[src/rtl/core/rklm_pkg.sv]
// rklm_pkg: shared types, codes and sizes for the remote key learn and match core
// used by the controller, the datapath, the top level and the port checker
`timescale 1ns / 1ps

package rklm_pkg;

   // table sizes
   localparam int KEY_SLOTS     = 5;
   localparam int REPEAT_FRAMES = 5;

   // field widths
   localparam int FRAME_W    = 32;
   localparam int KEY_W      = 20;
   localparam int CMD_LSB    = 8;
   localparam int IDX_W      = $clog2(KEY_SLOTS + 1);
   localparam int PROMPT_W   = 8;
   localparam int WINDOW_W   = 10;
   localparam int CSR_DATA_W = 10;
   localparam int CSR_IDX_W  = 1;

   // register reset values
   localparam logic [PROMPT_W-1:0] PROMPT_RESET = 8'd10;
   localparam logic [WINDOW_W-1:0] WINDOW_RESET = 10'd60;

   // register indexes
   localparam logic [CSR_IDX_W-1:0] REG_PROMPT = 1'd0;
   localparam logic [CSR_IDX_W-1:0] REG_WINDOW = 1'd1;

   // action codes
   localparam logic [1:0] ACT_FRAME      = 2'd0;
   localparam logic [1:0] ACT_TICK       = 2'd1;
   localparam logic [1:0] ACT_LEARN      = 2'd2;
   localparam logic [1:0] ACT_MOTOR_DONE = 2'd3;

   // lock positions
   localparam logic [1:0] LOCK_RAISED  = 2'd1;
   localparam logic [1:0] LOCK_LOWERED = 2'd2;

   // command nibbles
   localparam logic [3:0] CMD_LOWER = 4'h4;
   localparam logic [3:0] CMD_RAISE = 4'h1;

   // motor commands
   localparam logic [1:0] MOTOR_NONE  = 2'd0;
   localparam logic [1:0] MOTOR_LOWER = 2'd1;
   localparam logic [1:0] MOTOR_RAISE = 2'd2;

   // beep patterns
   localparam logic [2:0] BEEP_NONE     = 3'd0;
   localparam logic [2:0] BEEP_ACCEPTED = 3'd1;
   localparam logic [2:0] BEEP_LEARNED  = 3'd2;
   localparam logic [2:0] BEEP_PROMPT   = 3'd3;
   localparam logic [2:0] BEEP_OVER     = 3'd4;

   typedef struct packed {
      logic [1:0]         action;
      logic [FRAME_W-1:0] frame;
      logic [1:0]         lock_position;
      logic               at_power_up;
      logic [7:0]         learn_count;
   } req_type;

   typedef struct packed {
      logic [1:0] motor_command;
      logic [2:0] beep_pattern;
      logic       learning_active;
      logic       key_learned;
      logic [2:0] learned_slot;
      logic [2:0] keys_learned;
   } rsp_type;

   // controller to datapath commands
   typedef struct packed {
      logic load;
      logic check;
      logic commit;
   } ctrl_cmd_type;

endpackage

[src/rtl/core/remote_key_learn_and_match_core.sv]
// remote_key_learn_and_match_core: top level of the learning remote key decoder
// depends on rklm_pkg, rklm_ctrl and rklm_dp
`timescale 1ns / 1ps

// Each transaction on req_ gives exactly one transaction on rsp_. A transaction
// passes through capture, checksum check, then the state update that writes
// the result register; these steps are sequenced by the controller, which takes
// one transaction at a time, so a new one is accepted only after the update step
// of the last. A result held by rsp_stall delays only the next update step, not
// the capture of the next transaction. The csr_ registers (prompt interval,
// learning window, in ticks) may be written while no transaction is in flight
// and take effect at the next timer load.
module remote_key_learn_and_match_core (
   input  logic                            clock,
   input  logic                            reset,
   input  logic                            req_valid,
   output logic                            req_stall,
   input  rklm_pkg::req_type               req_data,
   output logic                            rsp_valid,
   input  logic                            rsp_stall,
   output rklm_pkg::rsp_type               rsp_data,
   input  logic                            csr_we,
   input  logic [rklm_pkg::CSR_IDX_W-1:0]  csr_index,
   input  logic [rklm_pkg::CSR_DATA_W-1:0] csr_wdata
);

   rklm_pkg::ctrl_cmd_type cmd;

   // sequencing
   rklm_ctrl u_ctrl (
      .clock     (clock),
      .reset     (reset),
      .req_valid (req_valid),
      .req_stall (req_stall),
      .rsp_valid (rsp_valid),
      .rsp_stall (rsp_stall),
      .cmd       (cmd)
   );

   // datapath
   rklm_dp u_dp (
      .clock     (clock),
      .reset     (reset),
      .cmd       (cmd),
      .req_data  (req_data),
      .csr_we    (csr_we),
      .csr_index (csr_index),
      .csr_wdata (csr_wdata),
      .rsp_data  (rsp_data)
   );

endmodule

[src/rtl/core/rklm_ctrl.sv]
// rklm_ctrl: sequencing state machine and result handshake
// depends on rklm_pkg
`timescale 1ns / 1ps

module rklm_ctrl (
   input  logic                  clock,
   input  logic                  reset,
   input  logic                  req_valid,
   output logic                  req_stall,
   output logic                  rsp_valid,
   input  logic                  rsp_stall,
   output rklm_pkg::ctrl_cmd_type cmd
);

   typedef enum logic [1:0] {
      ST_IDLE,
      ST_CHECK,
      ST_COMMIT
   } state_type;

   state_type state_ff;
   state_type state_in;
   logic      rsp_valid_ff;
   logic      rsp_valid_in;
   logic      out_free;

   // output register can take a new result this cycle
   assign out_free = !rsp_valid_ff || !rsp_stall;

   // next state and commands
   always_comb begin
      state_in     = state_ff;
      rsp_valid_in = rsp_valid_ff;
      cmd          = '0;
      if (rsp_valid_ff && !rsp_stall) begin
         rsp_valid_in = 1'b0;
      end
      case (state_ff)
         ST_IDLE: begin
            if (req_valid) begin
               cmd.load = 1'b1;
               state_in = ST_CHECK;
            end
         end
         ST_CHECK: begin
            cmd.check = 1'b1;
            state_in  = ST_COMMIT;
         end
         ST_COMMIT: begin
            if (out_free) begin
               cmd.commit   = 1'b1;
               rsp_valid_in = 1'b1;
               state_in     = ST_IDLE;
            end
         end
         default: begin
            state_in = ST_IDLE;
         end
      endcase
   end

   // state and registered outputs
   always_ff @(posedge clock) begin
      if (reset) begin
         state_ff     <= ST_IDLE;
         rsp_valid_ff <= 1'b0;
      end else begin
         state_ff     <= state_in;
         rsp_valid_ff <= rsp_valid_in;
      end
   end

   assign req_stall = (state_ff != ST_IDLE);
   assign rsp_valid = rsp_valid_ff;

endmodule

[src/rtl/core/rklm_dp.sv]
// rklm_dp: frame check, key table, frame history, timers and result register
// depends on rklm_pkg
`timescale 1ns / 1ps

module rklm_dp (
   input  logic                                clock,
   input  logic                                reset,
   input  rklm_pkg::ctrl_cmd_type              cmd,
   input  rklm_pkg::req_type                   req_data,
   input  logic                                csr_we,
   input  logic [rklm_pkg::CSR_IDX_W-1:0]      csr_index,
   input  logic [rklm_pkg::CSR_DATA_W-1:0]     csr_wdata,
   output rklm_pkg::rsp_type                   rsp_data
);

   // configuration
   logic [rklm_pkg::PROMPT_W-1:0] prompt_int_ff;
   logic [rklm_pkg::WINDOW_W-1:0] window_len_ff;

   // captured transaction and checked frame
   rklm_pkg::req_type             req_ff;
   logic [rklm_pkg::FRAME_W-1:0]  checked_ff;
   logic [rklm_pkg::FRAME_W-1:0]  checked_in;
   logic [7:0]                    sum8;

   // learning state
   logic [rklm_pkg::KEY_W-1:0]    key_tab_ff [rklm_pkg::KEY_SLOTS];
   logic [rklm_pkg::KEY_W-1:0]    key_tab_in [rklm_pkg::KEY_SLOTS];
   logic [rklm_pkg::FRAME_W-1:0]  hist_ff    [rklm_pkg::REPEAT_FRAMES];
   logic [rklm_pkg::FRAME_W-1:0]  hist_in    [rklm_pkg::REPEAT_FRAMES];
   logic [rklm_pkg::IDX_W-1:0]    target_ff;
   logic [rklm_pkg::IDX_W-1:0]    target_in;
   logic [rklm_pkg::IDX_W-1:0]    index_ff;
   logic [rklm_pkg::IDX_W-1:0]    index_in;
   logic                          learning_ff;
   logic                          learning_in;
   logic                          motor_busy_ff;
   logic                          motor_busy_in;
   logic [rklm_pkg::PROMPT_W-1:0] prompt_tmr_ff;
   logic [rklm_pkg::PROMPT_W-1:0] prompt_tmr_in;
   logic [rklm_pkg::WINDOW_W-1:0] window_tmr_ff;
   logic [rklm_pkg::WINDOW_W-1:0] window_tmr_in;
   rklm_pkg::rsp_type             rsp_ff;
   rklm_pkg::rsp_type             rsp_in;

   // helpers for the commit step
   logic [rklm_pkg::KEY_W-1:0]    frame_key;
   logic [3:0]                    cmd_nib;
   logic                          hit;
   logic                          any_key;
   logic [rklm_pkg::IDX_W-1:0]    count_clamp;
   logic [rklm_pkg::FRAME_W-1:0]  first;
   logic                          same;
   logic [rklm_pkg::KEY_W-1:0]    hist_key;
   logic [rklm_pkg::KEY_W-1:0]    prev_key;
   logic [rklm_pkg::IDX_W-1:0]    index_next;
   logic                          finish;

   // checksum: low byte equals the 8-bit sum of the upper bytes
   assign sum8       = req_ff.frame[31:24] + req_ff.frame[23:16] + req_ff.frame[15:8];
   assign checked_in = (sum8 == req_ff.frame[7:0]) ? req_ff.frame : '0;

   // commit step: one transaction's state update and result
   always_comb begin
      key_tab_in    = key_tab_ff;
      hist_in       = hist_ff;
      target_in     = target_ff;
      index_in      = index_ff;
      learning_in   = learning_ff;
      motor_busy_in = motor_busy_ff;
      prompt_tmr_in = prompt_tmr_ff;
      window_tmr_in = window_tmr_ff;
      rsp_in        = '0;
      finish        = 1'b0;

      frame_key = checked_ff[rklm_pkg::FRAME_W-1 -: rklm_pkg::KEY_W];
      cmd_nib   = checked_ff[rklm_pkg::CMD_LSB +: 4];

      // key match and occupancy over all slots
      hit     = 1'b0;
      any_key = 1'b0;
      for (int i = 0; i < rklm_pkg::KEY_SLOTS; i++) begin
         if (key_tab_ff[i] == frame_key) hit = 1'b1;
         if (key_tab_ff[i] != '0) any_key = 1'b1;
      end

      // learn count clamped to the slot count
      if (req_ff.learn_count > 8'(rklm_pkg::KEY_SLOTS)) begin
         count_clamp = rklm_pkg::IDX_W'(rklm_pkg::KEY_SLOTS);
      end else begin
         count_clamp = rklm_pkg::IDX_W'(req_ff.learn_count);
      end

      // shifted history with the new frame at the end
      for (int i = 0; i < rklm_pkg::REPEAT_FRAMES - 1; i++) begin
         hist_in[i] = hist_ff[i + 1];
      end
      hist_in[rklm_pkg::REPEAT_FRAMES - 1] = checked_ff;
      first = hist_in[0];
      same  = 1'b1;
      for (int i = 1; i < rklm_pkg::REPEAT_FRAMES; i++) begin
         if (hist_in[i] != first) same = 1'b0;
      end
      hist_key = first[rklm_pkg::FRAME_W-1 -: rklm_pkg::KEY_W];

      // key of the slot written just before
      prev_key = '0;
      for (int i = 0; i < rklm_pkg::KEY_SLOTS; i++) begin
         if (rklm_pkg::IDX_W'(i + 1) == index_ff) prev_key = key_tab_ff[i];
      end
      index_next = index_ff + 1'b1;

      if (req_ff.action == rklm_pkg::ACT_MOTOR_DONE) begin
         motor_busy_in = 1'b0;
         hist_in       = hist_ff;
      end else if (!learning_ff) begin
         hist_in = hist_ff;
         if (req_ff.action == rklm_pkg::ACT_FRAME) begin
            // normal operation: matched key drives the lock
            if (hit && !motor_busy_ff) begin
               if (cmd_nib == rklm_pkg::CMD_LOWER &&
                   req_ff.lock_position != rklm_pkg::LOCK_LOWERED) begin
                  rsp_in.motor_command = rklm_pkg::MOTOR_LOWER;
                  rsp_in.beep_pattern  = rklm_pkg::BEEP_ACCEPTED;
                  motor_busy_in        = 1'b1;
               end else if (cmd_nib == rklm_pkg::CMD_RAISE &&
                            req_ff.lock_position != rklm_pkg::LOCK_RAISED) begin
                  rsp_in.motor_command = rklm_pkg::MOTOR_RAISE;
                  rsp_in.beep_pattern  = rklm_pkg::BEEP_ACCEPTED;
                  motor_busy_in        = 1'b1;
               end
            end
         end else if (req_ff.action == rklm_pkg::ACT_LEARN) begin
            // start a learning session
            if (!(req_ff.at_power_up && any_key) && count_clamp != '0) begin
               target_in     = count_clamp;
               index_in      = '0;
               for (int i = 0; i < rklm_pkg::REPEAT_FRAMES; i++) begin
                  hist_in[i] = rklm_pkg::FRAME_W'(i + 1);
               end
               prompt_tmr_in = prompt_int_ff;
               window_tmr_in = window_len_ff;
               learning_in   = 1'b1;
            end
         end
      end else if (req_ff.action == rklm_pkg::ACT_FRAME) begin
         // learning: store after enough identical frames
         if (same && first != '0 && index_ff < rklm_pkg::IDX_W'(rklm_pkg::KEY_SLOTS) &&
             !(index_ff != '0 && prev_key == hist_key)) begin
            for (int i = 0; i < rklm_pkg::KEY_SLOTS; i++) begin
               if (rklm_pkg::IDX_W'(i) == index_ff) key_tab_in[i] = hist_key;
            end
            rsp_in.key_learned  = 1'b1;
            rsp_in.learned_slot = 3'(index_ff);
            rsp_in.beep_pattern = rklm_pkg::BEEP_LEARNED;
            prompt_tmr_in       = prompt_int_ff;
            index_in            = index_next;
            if (index_next >= target_ff ||
                index_next >= rklm_pkg::IDX_W'(rklm_pkg::KEY_SLOTS)) begin
               finish = 1'b1;
            end
         end
      end else begin
         hist_in = hist_ff;
         if (req_ff.action == rklm_pkg::ACT_TICK) begin
            // prompt timer
            if (prompt_tmr_ff <= rklm_pkg::PROMPT_W'(1)) begin
               prompt_tmr_in       = prompt_int_ff;
               rsp_in.beep_pattern = rklm_pkg::BEEP_PROMPT;
            end else begin
               prompt_tmr_in = prompt_tmr_ff - 1'b1;
            end
            // window timer, wins over the prompt
            if (window_tmr_ff <= rklm_pkg::WINDOW_W'(1)) begin
               window_tmr_in = window_len_ff;
               finish        = 1'b1;
            end else begin
               window_tmr_in = window_tmr_ff - 1'b1;
            end
         end
      end

      // end of session: clear the slots above the target
      if (finish) begin
         for (int i = 0; i < rklm_pkg::KEY_SLOTS; i++) begin
            if (rklm_pkg::IDX_W'(i) >= target_ff) key_tab_in[i] = '0;
         end
         learning_in         = 1'b0;
         rsp_in.beep_pattern = rklm_pkg::BEEP_OVER;
      end

      rsp_in.learning_active = learning_in;
      rsp_in.keys_learned    = 3'(index_in);
   end

   // control state and configuration
   always_ff @(posedge clock) begin
      if (reset) begin
         prompt_int_ff <= rklm_pkg::PROMPT_RESET;
         window_len_ff <= rklm_pkg::WINDOW_RESET;
         for (int i = 0; i < rklm_pkg::KEY_SLOTS; i++) begin
            key_tab_ff[i] <= '0;
         end
         for (int i = 0; i < rklm_pkg::REPEAT_FRAMES; i++) begin
            hist_ff[i] <= rklm_pkg::FRAME_W'(i + 1);
         end
         target_ff     <= '0;
         index_ff      <= '0;
         learning_ff   <= 1'b0;
         motor_busy_ff <= 1'b0;
         prompt_tmr_ff <= '0;
         window_tmr_ff <= '0;
      end else begin
         if (csr_we) begin
            case (csr_index)
               rklm_pkg::REG_PROMPT: prompt_int_ff <= csr_wdata[rklm_pkg::PROMPT_W-1:0];
               rklm_pkg::REG_WINDOW: window_len_ff <= csr_wdata[rklm_pkg::WINDOW_W-1:0];
               default: ;
            endcase
         end
         if (cmd.commit) begin
            key_tab_ff    <= key_tab_in;
            hist_ff       <= hist_in;
            target_ff     <= target_in;
            index_ff      <= index_in;
            learning_ff   <= learning_in;
            motor_busy_ff <= motor_busy_in;
            prompt_tmr_ff <= prompt_tmr_in;
            window_tmr_ff <= window_tmr_in;
         end
      end
   end

   // payload registers
   always_ff @(posedge clock) begin
      if (cmd.load)   req_ff     <= req_data;
      if (cmd.check)  checked_ff <= checked_in;
      if (cmd.commit) rsp_ff     <= rsp_in;
   end

   assign rsp_data = rsp_ff;

endmodule

[config.mk]
export PLATFORM = sky130hd
export DESIGN_NAME = remote_key_learn_and_match_core
export DESIGN_NICKNAME = d
export VERILOG_FILES = /design/src/rtl/core/rklm_pkg.sv /design/src/rtl/core/remote_key_learn_and_match_core.sv /design/src/rtl/core/rklm_ctrl.sv /design/src/rtl/core/rklm_dp.sv
export SDC_FILE = /design/constraint.sdc
export NUM_CORES = 1
export LEC_CHECK = 0
export BUFFER_PORTS_ARGS = -buffer_cell sky130_fd_sc_hd__buf_2
export CAP_MARGIN = 20
export CORE_MARGIN = 2
export CORE_UTILIZATION = 50
export DETAILED_ROUTE_END_ITERATION = 7
export GPL_TIMING_DRIVEN = 0
export PLACE_DENSITY = 0.71
export RECOVER_POWER = 50
export SYNTH_ARGS = -nofsm -noshare
export SYNTH_HDL_FRONTEND = slang
export SYNTH_SLANG_ARGS = --single-unit
[constraint.sdc]
create_clock -name clock -period 3.85 [get_ports clock]
set_input_delay 0.385 -clock clock [delete_from_list [all_inputs] [get_ports clock]]
set_output_delay 0.385 -clock clock [all_outputs]
set_load 0.02 [all_outputs]
---- Yosys cells after proc, flatten, opt, wreduce, memory -nomap -nowiden ----
Index checks and enable logic that the tools add are counted.
operators by class
  $add $sub $neg .......................... 5
  $lt $le $gt $ge ......................... 11
  eq/ne operators ......................... 33
  multiplexer cells ....................... 103
  bitwise gates (word level) .............. 6
  reductions and logical operators ........ 49
operators with widths
  operator                                                       count
  two-way mux 128 bit                                            5
  two-way mux 100 bit                                            5
  two-way mux 20 bit                                             15
  != test 32 bit                                                 4
  == test 20 bit                                                 6
  nonzero test 20 bit                                            5
  two-way mux 10 bit                                             7
  two-way mux 8 bit                                              8
  two-way mux 1 bit                                              41
  two-way mux 3 bit                                              12
  nonzero test 32 bit                                            1
  two-way mux 5 bit                                              4
  AND reduction 6 bit                                            3
  adder 8 bit                                                    2
  nonzero test 2 bit                                             7
  != test 2 bit, second input constant                           6
  <= comparator 10 x 1 -> 1 bit, second input constant           1
  logical AND 1 bit                                              10
  subtractor 10 x 1 -> 10 bit, second input constant             1
  nonzero test 3 bit                                             3
  == test 8 bit                                                  1
  greater-than comparator 8 x 3 -> 1 bit, second input constant  1
  <= comparator 8 x 1 -> 1 bit, second input constant            1
  two-way mux 2 bit                                              4
  31 further kinds                                               54
word-level totals
  flip-flop bits (word level) ............. 365
  bits of input ports ..................... 61
  output and inout port bits .............. 15
  word-level logic and storage cells ...... 240

---- Longest topological paths before layout ----
Gate-level depths: netlist of the first run.
  word-level depth ........................ 16
  gate-level depth with buffers ........... 19
  mapped depth without buffers ............ 14

---- By module ----
Synthesis of the first run repeated with hierarchy kept, for this count alone.
second synthesis, totals
  cell total of the unflattened synthesis .. 2169
  area total of the unflattened synthesis .. 19072.0 um^2
modules (own cells, without submodules)
  module     instances  cells each  area an instance (um^2)  seq. area each (um^2)
  rklm_dp    1          2154        18933.2                  8147.8
  rklm_ctrl  1          15          138.9                    60.1

---- Worst setup path before layout of the first run ----
Ideal clock, no wire load.
  kind .................................... register to register
  from .................................... reg u_dp.index_ff[2] (netlist bit)
  to ...................................... reg u_dp.key_tab_ff[99] (netlist bit)
  setup time .............................. 0.073 ns
  data arrival time ....................... 3.502 ns
  required time ........................... 3.777 ns
  setup slack ............................. 0.275 ns
  stages on the path, launching flop included .. 18
  path buffers ............................ 5
  period minus slack after synthesis ...... 3.575 ns
  cells stage by stage .................... dfxtp_1 buf_6 clkinv_1 buf_6 ha_1 buf_4 buf_4 a22o_1 a221oi_1 nor3_1 a311oi_1 nand4_1 or2_2 o2111ai_2 nor3_1 a32o_1 buf_4 o22ai_2
between the ends
  word-level cells in the longest chain between the ends .. 16
  elaborated cells on any way between the ends .. 34
  classes of those cells .................. 1 x add/sub; 3 x order compare; 6 x eq/ne; 17 x mux; 7 x reduce/logical
ends and longest elaborated chain
  element                          line            source
  start: declaration               rklm_dp.sv:33   logic [rklm_pkg::IDX_W-1:0] index_ff;
  start signal: assignment         rklm_dp.sv:225  index_ff <= index_in;
  == test 1 x 3 -> 1 bit           rklm_dp.sv:109  if (rklm_pkg::IDX_W'(i + 1) == index_ff) prev_key = key_tab_ff[i];
  two-way mux 20 bit (5 in a row)  rklm_dp.sv:109
  == test 20 bit                   rklm_dp.sv:149  !(index_ff != '0 && prev_key == hist_key)) begin
  logical AND 1 bit                rklm_dp.sv:149
  zero test 1 bit                  rklm_dp.sv:149
  logical AND 1 bit                rklm_dp.sv:148  if (same && first != '0 && index_ff < rklm_pkg::IDX_W'(rklm_pkg::KEY_SLOTS) &&
  two-way mux 100 bit              rklm_dp.sv:148
  two-way mux 100 bit              rklm_dp.sv:146  end else if (req_ff.action == rklm_pkg::ACT_FRAME) begin
  two-way mux 100 bit              rklm_dp.sv:116  end else if (!learning_ff) begin
  two-way mux 100 bit              rklm_dp.sv:113  if (req_ff.action == rklm_pkg::ACT_MOTOR_DONE) begin
  two-way mux 20 bit               rklm_dp.sv:186  if (rklm_pkg::IDX_W'(i) >= target_ff) key_tab_in[i] = '0;
  two-way mux 100 bit *            rklm_dp.sv:184  if (finish) begin
  end signal: assignment           rklm_dp.sv:222  key_tab_ff <= key_tab_in;
  end: declaration                 rklm_dp.sv:27   logic [rklm_pkg::KEY_W-1:0] key_tab_ff [rklm_pkg::KEY_SLOTS];
Every way passes the cells marked *; elsewhere a longest branch is shown, timed or not.
A chain may end at the register's enable or synchronous reset.

---- Worst setup path in the final report of the first run ----
  from .................................... reg u_dp.index_ff[0] (netlist bit)
  to ...................................... reg u_dp.key_tab_ff[70] (netlist bit)
between the ends
  word-level cells in the longest chain between the ends .. 16
  elaborated cells on any way between the ends .. 33
  classes of those cells .................. 1 x add/sub; 3 x order compare; 6 x eq/ne; 17 x mux; 6 x reduce/logical
ends and longest elaborated chain
  element                          line
  == test 1 x 3 -> 1 bit           rklm_dp.sv:109, rklm_dp.sv:151
  two-way mux 20 bit (5 in a row)  rklm_dp.sv:109
  == test 20 bit                   rklm_dp.sv:149
  logical AND 1 bit                rklm_dp.sv:149
  zero test 1 bit                  rklm_dp.sv:149
  logical AND 1 bit                rklm_dp.sv:148
  two-way mux 100 bit              rklm_dp.sv:148
  two-way mux 100 bit              rklm_dp.sv:146
  two-way mux 100 bit              rklm_dp.sv:116
  two-way mux 100 bit              rklm_dp.sv:113
  two-way mux 20 bit               rklm_dp.sv:186
  two-way mux 100 bit *            rklm_dp.sv:184
Marks and branches as above.

==> results.sh, run 1 <==
export IMPL_hold_path_class="primary input to flop"
export IMPL_synth_ff_type="dfxtp_1"
export IMPL_num_antenna_cells=0
export IMPL_arrival_ns=4.53
export IMPL_ys_seq_area_share_pct=42.2
export IMPL_ir_worst_vdd_mv=0.415
export IMPL_clk_latency_ns=0.59
export IMPL_dpl_cell_area_sq_um=20500
export IMPL_r2r_start="u_dp.index_ff[0]"
export IMPL_cts_tree="yes"
export IMPL_ant_nets=0
export IMPL_antenna_found_initial=0
export IMPL_wl_per_cell_um=28.4
export IMPL_total_leakage_power_uw=0.00845
export IMPL_p_sw_uw=2230
export IMPL_cts_root_buf="clkbuf_16"
export IMPL_cp_required_ns=4.31
export IMPL_drt_total_wl_um=85800
export IMPL_ff2ff_path_depth=15
export IMPL_timing_hold_ws_ns=0.0524
export IMPL_rows=72
export IMPL_start_kind="flop"
export IMPL_first_pass_iters=8
export IMPL_hold_depth=3
export IMPL_synth_edff_count=90
export IMPL_most_common_layout_cells="nand2_1 (305), dfxtp_1 (271), nand3_1 (189)"
export IMPL_core_area_sq_um=38500
export IMPL_dieArea_sq_um=40500
export IMPL_pwr_share_seq_pct=46.0
export IMPL_p_sw_share_pct=25.1
export IMPL_vias=19800
export IMPL_routed_via_density=6.54
export IMPL_combPwrFrac_pct=7.5
export IMPL_rsz0062_at_grt="yes"
export IMPL_worstHoldStart="csr_wdata[3]"
export IMPL_synth_cells=2267
export IMPL_finalWeightedCongestion=1.02
export IMPL_area_growth_pct=22.0
export IMPL_start_util_pct=50.5
export IMPL_whs_endpoint="u_dp.window_len_ff[3]"
export IMPL_min_period_ns=4.07
export IMPL_final_hold_viol_count=0
export IMPL_final_setup_viol_count=189
export IMPL_grt_first_pass_wirelength_um=124000
export IMPL_slew_viol_final=69
export IMPL_status="finished, violations left"
export IMPL_die_h_um=201
export IMPL_syn_nets=2363
export IMPL_violations="design-rule violations, max-capacitance violations, max-slew violations, negative setup slack"
export IMPL_clock_fmax_mhz=246
export IMPL_synth_avg_cell_area_sq_um=8.57
export IMPL_p_int_uw=6670
export IMPL_netlist_area_sq_um=19400
export IMPL_final_common_cell="nand2_1"
export IMPL_crit_type="flop to flop"
export IMPL_clk_path_buf_depth=3
export IMPL_final_util_pct=61.6
export IMPL_grt_usage_pct=41.6
export IMPL_max_slew_worst_pin_slew_ns=2.81
export IMPL_drt_iter0_drc=2449
export IMPL_hpwl_um=61000
export IMPL_grt_pass1_vias=18800
export IMPL_placedCellCount=2861
export IMPL_clkTransAtPathRegs_ns=0.06
export IMPL_grt_max_degree=35
export IMPL_cap_violations=2
export IMPL_cts_buffers=41
export IMPL_fin_ws_ns=-0.223
export IMPL_reg2reg_slack_ns=-0.22
export IMPL_synth_ff_latch_count=365
export IMPL_crit_fanout=7
export IMPL_synth_cell_types=90
export IMPL_yosys_warnings=0
export IMPL_clock_skew_ns=0.0265
export IMPL_htreeDepth=2
export IMPL_port_buffers=74
export IMPL_pin_count=76
export IMPL_clkSinkCount=365
export IMPL_slew_headroom_pct=-88.0
export IMPL_die_w_um=201
export IMPL_fin_crit_sh_pct=106
export IMPL_power_frac_clock_pct=46.5
export IMPL_reg2reg_to="u_dp.key_tab_ff[70]"
export IMPL_drc_errors=7
export IMPL_drive_above_1_share_pct=14.5
export IMPL_fin_nets=2568
export IMPL_power_density_nw_per_um2=375
export IMPL_setup_worst_path_end_class="flop"
export IMPL_final_cell_area_sq_um=23700
export IMPL_async_flop_share_pct=0
export IMPL_finish_cell_count_without_fillers=3022
export IMPL_overflow=0
-- sequential cells by signal (all words and copies together), names as in the netlist --
register,count
u_ctrl.rsp_valid,1
u_ctrl.state_ff,2
u_dp.checked_ff,32
u_dp.first,32
u_dp.hist_ff,96
u_dp.index_ff,3
u_dp.key_tab_ff,100
u_dp.learning_ff,1
u_dp.motor_busy_ff,1
u_dp.prompt_int_ff,8
u_dp.prompt_tmr_ff,8
u_dp.req_ff,45
u_dp.rsp_data,13
u_dp.target_ff,3
u_dp.window_len_ff,10
u_dp.window_tmr_ff,10
-- through the flow --
| step | power, uW | setup TNS (ns) | worst slack, ns |
|---|---|---|---|
| 3_5_place_dp | 4760 | -193.52 | -1.80 |
| 5_1_grt | 9110 | -20.38 | -0.300 |
| 2_1_floorplan | 4520 | 0 | 0.275 |
| 4_1_cts | 8850 | 0 | 0.00325 |
| 6_report | 8900 | -16.91 | -0.223 |
| 3_3_place_gp | 4740 | -200.53 | -1.77 |
-- worst max-delay path by stage --
stage,from,endpoint,cells after the start
3_3_place_gp,u_dp.index_ff[2],u_dp.key_tab_ff[3],17
5_1_grt,u_dp.index_ff[1],u_dp.key_tab_ff[70],15
2_1_floorplan,u_dp.index_ff[2],u_dp.key_tab_ff[99],17
4_1_cts,u_dp.key_tab_ff[80],u_dp.first[30],10
6_report,u_dp.index_ff[0],u_dp.key_tab_ff[70],15
3_5_place_dp,u_dp.index_ff[2],u_dp.key_tab_ff[5],17
-- synthesized netlist by cell type, drive strengths merged (54+ instances only) --
library cell	n	share of area (%)
a21oi	180	4.7
buf	54	1.9
clkbuf	125	2.4
dfxtp	275	28
edfxtp	90	14
inv	64	1.2
nand2	307	5.9
nand3	190	4.9
nor2	67	1.3
nor3	60	1.6
nor4	71	2.3
o21ai	80	2.1
o22ai	65	2.1
xnor2	131	5.9
xor2	58	2.6
-- logic make-up (layout without fill, tap and decap cells) --
logic type | count (synthesis) | after routing | share of synthesized area [%]
buffers and inverters | 245 | 482 | 5.63
xor gates and xnor gates | 189 | 189 | 8.52
adders and majority gates | 35 | 35 | 2.56
and+or+nand+nor | 910 | 910 | 23.5
AOI/OAI and AO/OA | 513 | 513 | 17.0
DFF | 365 | 365 | 42.2
muxes | 10 | 10 | 0.528
-- power groups by stage --
stage / Combinational [uW] / Clock, uW / Sequential, uW
6_report: 669 / 4140 / 4090
5_1_grt: 717 / 4290 / 4100
4_1_cts: 646 / 4140 / 4070
3_5_place_dp: 617 / 0 / 4140
3_3_place_gp: 600 / 0 / 4140
2_1_floorplan: 394 / 0 / 4120
-- critical path, cell delays in order (launching register included) --
cell and delay (ns):
dfxtp_4 0.40, ha_4 0.16, ha_4 0.14, buf_12 0.14, buf_4 0.14, a21oi_1 0.05, a222oi_1 0.63, mux2_2 0.41
nand3_1 0.07, and4bb_4 0.28, and2_4 0.19, a211oi_4 0.31, a21oi_4 0.14, o41a_1 0.54, buf_6 0.21, o2bb2ai_1 0.14
-- layer usage --
metal | vias to the layer above | GRT usage, % | part of all wire (%) | wire length, um
met5 | - | 0 | 0 | 0
met4 | 0 | 26.0 | 7.4 | 6310
met3 | 351 | 10.5 | 11 | 9270
met2 | 1308 | 62.4 | 43 | 36600
met1 | 9526 | 53.6 | 39 | 33600
li1 | 8576 | - | - | -
-- area by class of cell --
type	instances	area [sq um]
buffer	166	962
clock buffer	59	1210
clock inverter	16	195
fill	3335	14800
inverter	65	264
multi-input combinational	1657	10900
sequential	365	8220
tap	518	648
timing repair buffer	176	1350
-- timing repair --
action	CTS	global route
endpoints found under the setup margin	252	234
pin swaps	26	22
hold endpoints to repair	45	0
hold buffers	45	0
gates cloned	5	5
resized for setup	113	141
buffers inserted	23	26
No activity file was read; power rests on OpenSTA's default activity.
==> run 2, diff against run 1 <==
ABC_AREA = 1   (was default)
==> run 2 against run 1 <==
Against the previous run: combinational power increased by 47%; via count increased by 12%; the run ends with max-capacitance violations, max-slew violations, negative setup slack left; core utilization decreased by 4.1 points; count of clock-buffer cells in the layout increased by 2; largest power group is now sequential cells; critical path type unchanged; register-to-register slack improved by 0.18 ns; global-route usage decreased by 1.1 points; worst setup slack improved by 0.18 ns; largest cell class unchanged; fmax increased by 4.6%; clock skew about the same.
==> results.sh, run 2 <==
export IMPL_status="finished, violations left"
export IMPL_violations="max-capacitance violations, max-slew violations, negative setup slack"
export IMPL_cts_buffers=42
export IMPL_slew_headroom_pct=-70.5
export IMPL_fin_nets=3260
export IMPL_syn_nets=3096
export IMPL_overflow=0
export IMPL_hold_path_class="primary input to flop"
export IMPL_cp_required_ns=4.34
export IMPL_synth_top_area_share_pct=26.1
export IMPL_hold_depth=3
export IMPL_finalWeightedCongestion=1.07
export IMPL_yosys_warnings=0
export IMPL_synth_edff_count=90
export IMPL_clkTransAtPathRegs_ns=0.06
export IMPL_final_setup_viol_count=1
export IMPL_crit_path_top_delay_cell="clkbuf_1"
export IMPL_finish_cell_count_without_fillers=3735
export IMPL_grt_usage_pct=40.5
export IMPL_rows=75
export IMPL_vias=22000
export IMPL_routed_via_density=5.90
export IMPL_cts_tree="yes"
export IMPL_clock_skew_ns=0.0261
export IMPL_fin_crit_sh_pct=101
export IMPL_min_period_ns=3.90
export IMPL_synth_area_leaders="dfxtp_1 (26%), edfxtp_1 (13%), nand2_1 (12%)"
export IMPL_async_flop_share_pct=0
export IMPL_clock_fmax_mhz=257
export IMPL_synth_cells=3000
export IMPL_ant_nets=0
export IMPL_power_density_nw_per_um2=378
export IMPL_first_pass_iters=7
export IMPL_synth_cell_types=44
export IMPL_die_h_um=209
export IMPL_area_growth_pct=14.1
export IMPL_hpwl_um=65500
export IMPL_pin_count=76
export IMPL_synth_ff_latch_count=365
export IMPL_ir_worst_vdd_mv=0.470
export IMPL_regMostFlops="u_dp.key_tab_ff"
export IMPL_grt_pass1_vias=20200
export IMPL_largest_reg_flops=100
export IMPL_worstHoldStart="csr_wdata[4]"
export IMPL_ff2ff_path_depth=10
export IMPL_crit_type="flop to flop"
export IMPL_setup_worst_path_end_class="flop"
export IMPL_clk_path_buf_depth=3
export IMPL_grt_first_pass_wirelength_um=130000
export IMPL_max_stage_delay_ns=0.64
export IMPL_clkSinkCount=365
export IMPL_max_slew_worst_pin_slew_ns=2.55
export IMPL_start_util_pct=50.4
export IMPL_htreeDepth=2
export IMPL_dpl_cell_area_sq_um=22100
export IMPL_total_leakage_power_uw=0.00974
export IMPL_ys_seq_area_share_pct=39.0
export IMPL_synth_most_common_cell="nand2_1"
export IMPL_grt_max_degree=34
export IMPL_reg_top3="u_dp.key_tab_ff (100), u_dp.hist_ff (96), u_dp.req_ff (45)"
export IMPL_final_hold_viol_count=0
export IMPL_synth_ff_type="dfxtp_1"
export IMPL_final_cell_area_sq_um=24000
export IMPL_cts_root_buf="clkbuf_16"
export IMPL_wl_per_cell_um=24.2
export IMPL_drt_total_wl_um=90200
export IMPL_fin_ws_ns=-0.0451
export IMPL_netlist_area_sq_um=21100
export IMPL_dieArea_sq_um=43800
export IMPL_reg2reg_slack_ns=-0.05
export IMPL_reg2reg_to="u_dp.hist_ff[32]"
export IMPL_crit_fanout=11
export IMPL_cap_violations=2
export IMPL_synth_commonest_cells="nand2_1 (685), nor2_1 (348), dfxtp_1 (275), a21oi_1 (274), inv_1 (250)"
export IMPL_placedCellCount=3615
export IMPL_drc_errors=0
export IMPL_clk_latency_ns=0.59
export IMPL_r2r_start="u_dp.learning_ff"
export IMPL_die_w_um=209
export IMPL_path_common_cell="clkbuf_1"
export IMPL_drive_above_1_share_pct=7.54
export IMPL_whs_endpoint="u_dp.window_len_ff[4]"
export IMPL_start_kind="flop"
export IMPL_crit_chain="clkbuf_2 > clkinv_1 > clkbuf_1 > ha_1 > nor2_1 > nand2_2 > clkbuf_1 > clkbuf_1 > nand2_1 > a21oi_1"
export IMPL_num_antenna_cells=0
export IMPL_synth_top_cell_by_area="dfxtp_1"
export IMPL_nFillCells=3973
export IMPL_antenna_found_initial=0
export IMPL_drt_iter0_drc=3202
export IMPL_port_buffers=75
export IMPL_setup_tns_final_ns=-0.0451
export IMPL_most_common_layout_cells="nand2_1 (680), nor2_1 (345), a21oi_1 (274)"
export IMPL_synth_avg_cell_area_sq_um=7.02
export IMPL_arrival_ns=4.39
export IMPL_slew_viol_final=65
export IMPL_core_area_sq_um=41800
export IMPL_final_common_cell="nand2_1"
run 2: changes by cell type after synthesis, moves of 36 or more:
| cell | change |
|---|---|
| inv_1 | +188 |
| nor2_1 | +282 |
| buf_2 | +39 |
| o22ai_1 | -62 |
| nand3_1 | +48 |
| a211oi_1 | +36 |
| o21ai_1 | +60 |
| a21oi_1 | +96 |
| nand2_1 | +379 |
run 2: how the worst max path moves through the flow:
stage                           from                   to  slack, ns
floorplan            u_dp.req_ff[20]   u_dp.checked_ff[0]       0.92
global placement    u_dp.learning_ff     u_dp.hist_ff[76]      -0.37
detailed placement  u_dp.learning_ff     u_dp.hist_ff[76]      -0.41
CTS                   u_dp.first[30]  u_dp.key_tab_ff[18]      0.006
global route        u_dp.index_ff[1]   u_dp.key_tab_ff[7]      -0.02
finish              u_dp.learning_ff     u_dp.hist_ff[32]      -0.05
run 2: report_power, final:
part           internal, uW  total, uW  switching (uW)
Clock                  2270       3980            1700
Combinational           312        981             669
Sequential             4020       4130             108
run 2: logic make-up after synthesis:
group | Yosys count | share of synthesized area (%)
AO/OA/AOI/OAI | 498 | 12.5
XOR/XNOR | 203 | 8.44
adder cells (fa/ha/maj) | 35 | 2.36
buffers and inverters | 457 | 8.56
flip-flops | 365 | 39.0
AND/OR/NAND/NOR | 1442 | 29.2
run 2: worst max-delay path: cells and delay by family, from the launching register on:
| kind | cells | cell delay, ns |
|---|---|---|
| flip-flops | 1 | 0.36 |
| AO/OA/AOI/OAI | 1 | 0.25 |
| buffers and inverters | 5 | 2.29 |
| adder cells (fa/ha/maj) | 1 | 0.39 |
| AND/OR/NAND/NOR | 3 | 0.49 |
run 2: layout make-up:
| type | count | area (sq um) | area share (%) |
|---|---|---|---|
| plain buffers | 182 | 797 | 3.32 |
| clock buffers | 61 | 1180 | 4.92 |
| clock inverters | 15 | 153 | 0.635 |
| inverters | 264 | 1000 | 4.18 |
| multi-input cells | 2178 | 11100 | 46.3 |
| flip-flops and latches | 365 | 8220 | 34.2 |
| well taps | 539 | 674 | 2.81 |
| repair buffers | 131 | 870 | 3.62 |
run 2: per-layer routing:
layer / share of wire, % / up-vias / global-route usage, % / wire [um]
met4: 5.9 / 0 / 20.7 / 5290
met3: 12 / 273 / 10.5 / 10700
li1: - / 10100 / - / -
met5: 0 / - / 0 / 0
met1: 40 / 10300 / 54.3 / 36500
met2: 42 / 1360 / 60.2 / 37700
run 2: through the flow:
step / worst slack [ns] / hold WS (ns) / util (%) / power (uW)
6_report: -0.0451 / 0.0353 / 57.5 / 9090
5_1_grt: -0.0154 / 0.0504 / 57.5 / 9310
4_1_cts: 0.00629 / 0.0160 / 57.4 / 9020
2_1_floorplan: 0.919 / 0.425 / - / 4730
3_5_place_dp: -0.414 / 0.452 / 53.0 / 5090
3_3_place_gp: -0.368 / 0.452 / 52.9 / 5070
run 2: what timing repair did:
item | 4_1_cts | 5_1_grt
endpoints found under the setup margin | 186 | 194
setup buffers | 1 | 8
hold buffers | 45 | 0
hold endpoints to repair | 45 | 0
pin swaps | 1 | 2
resized for setup | 14 | 37
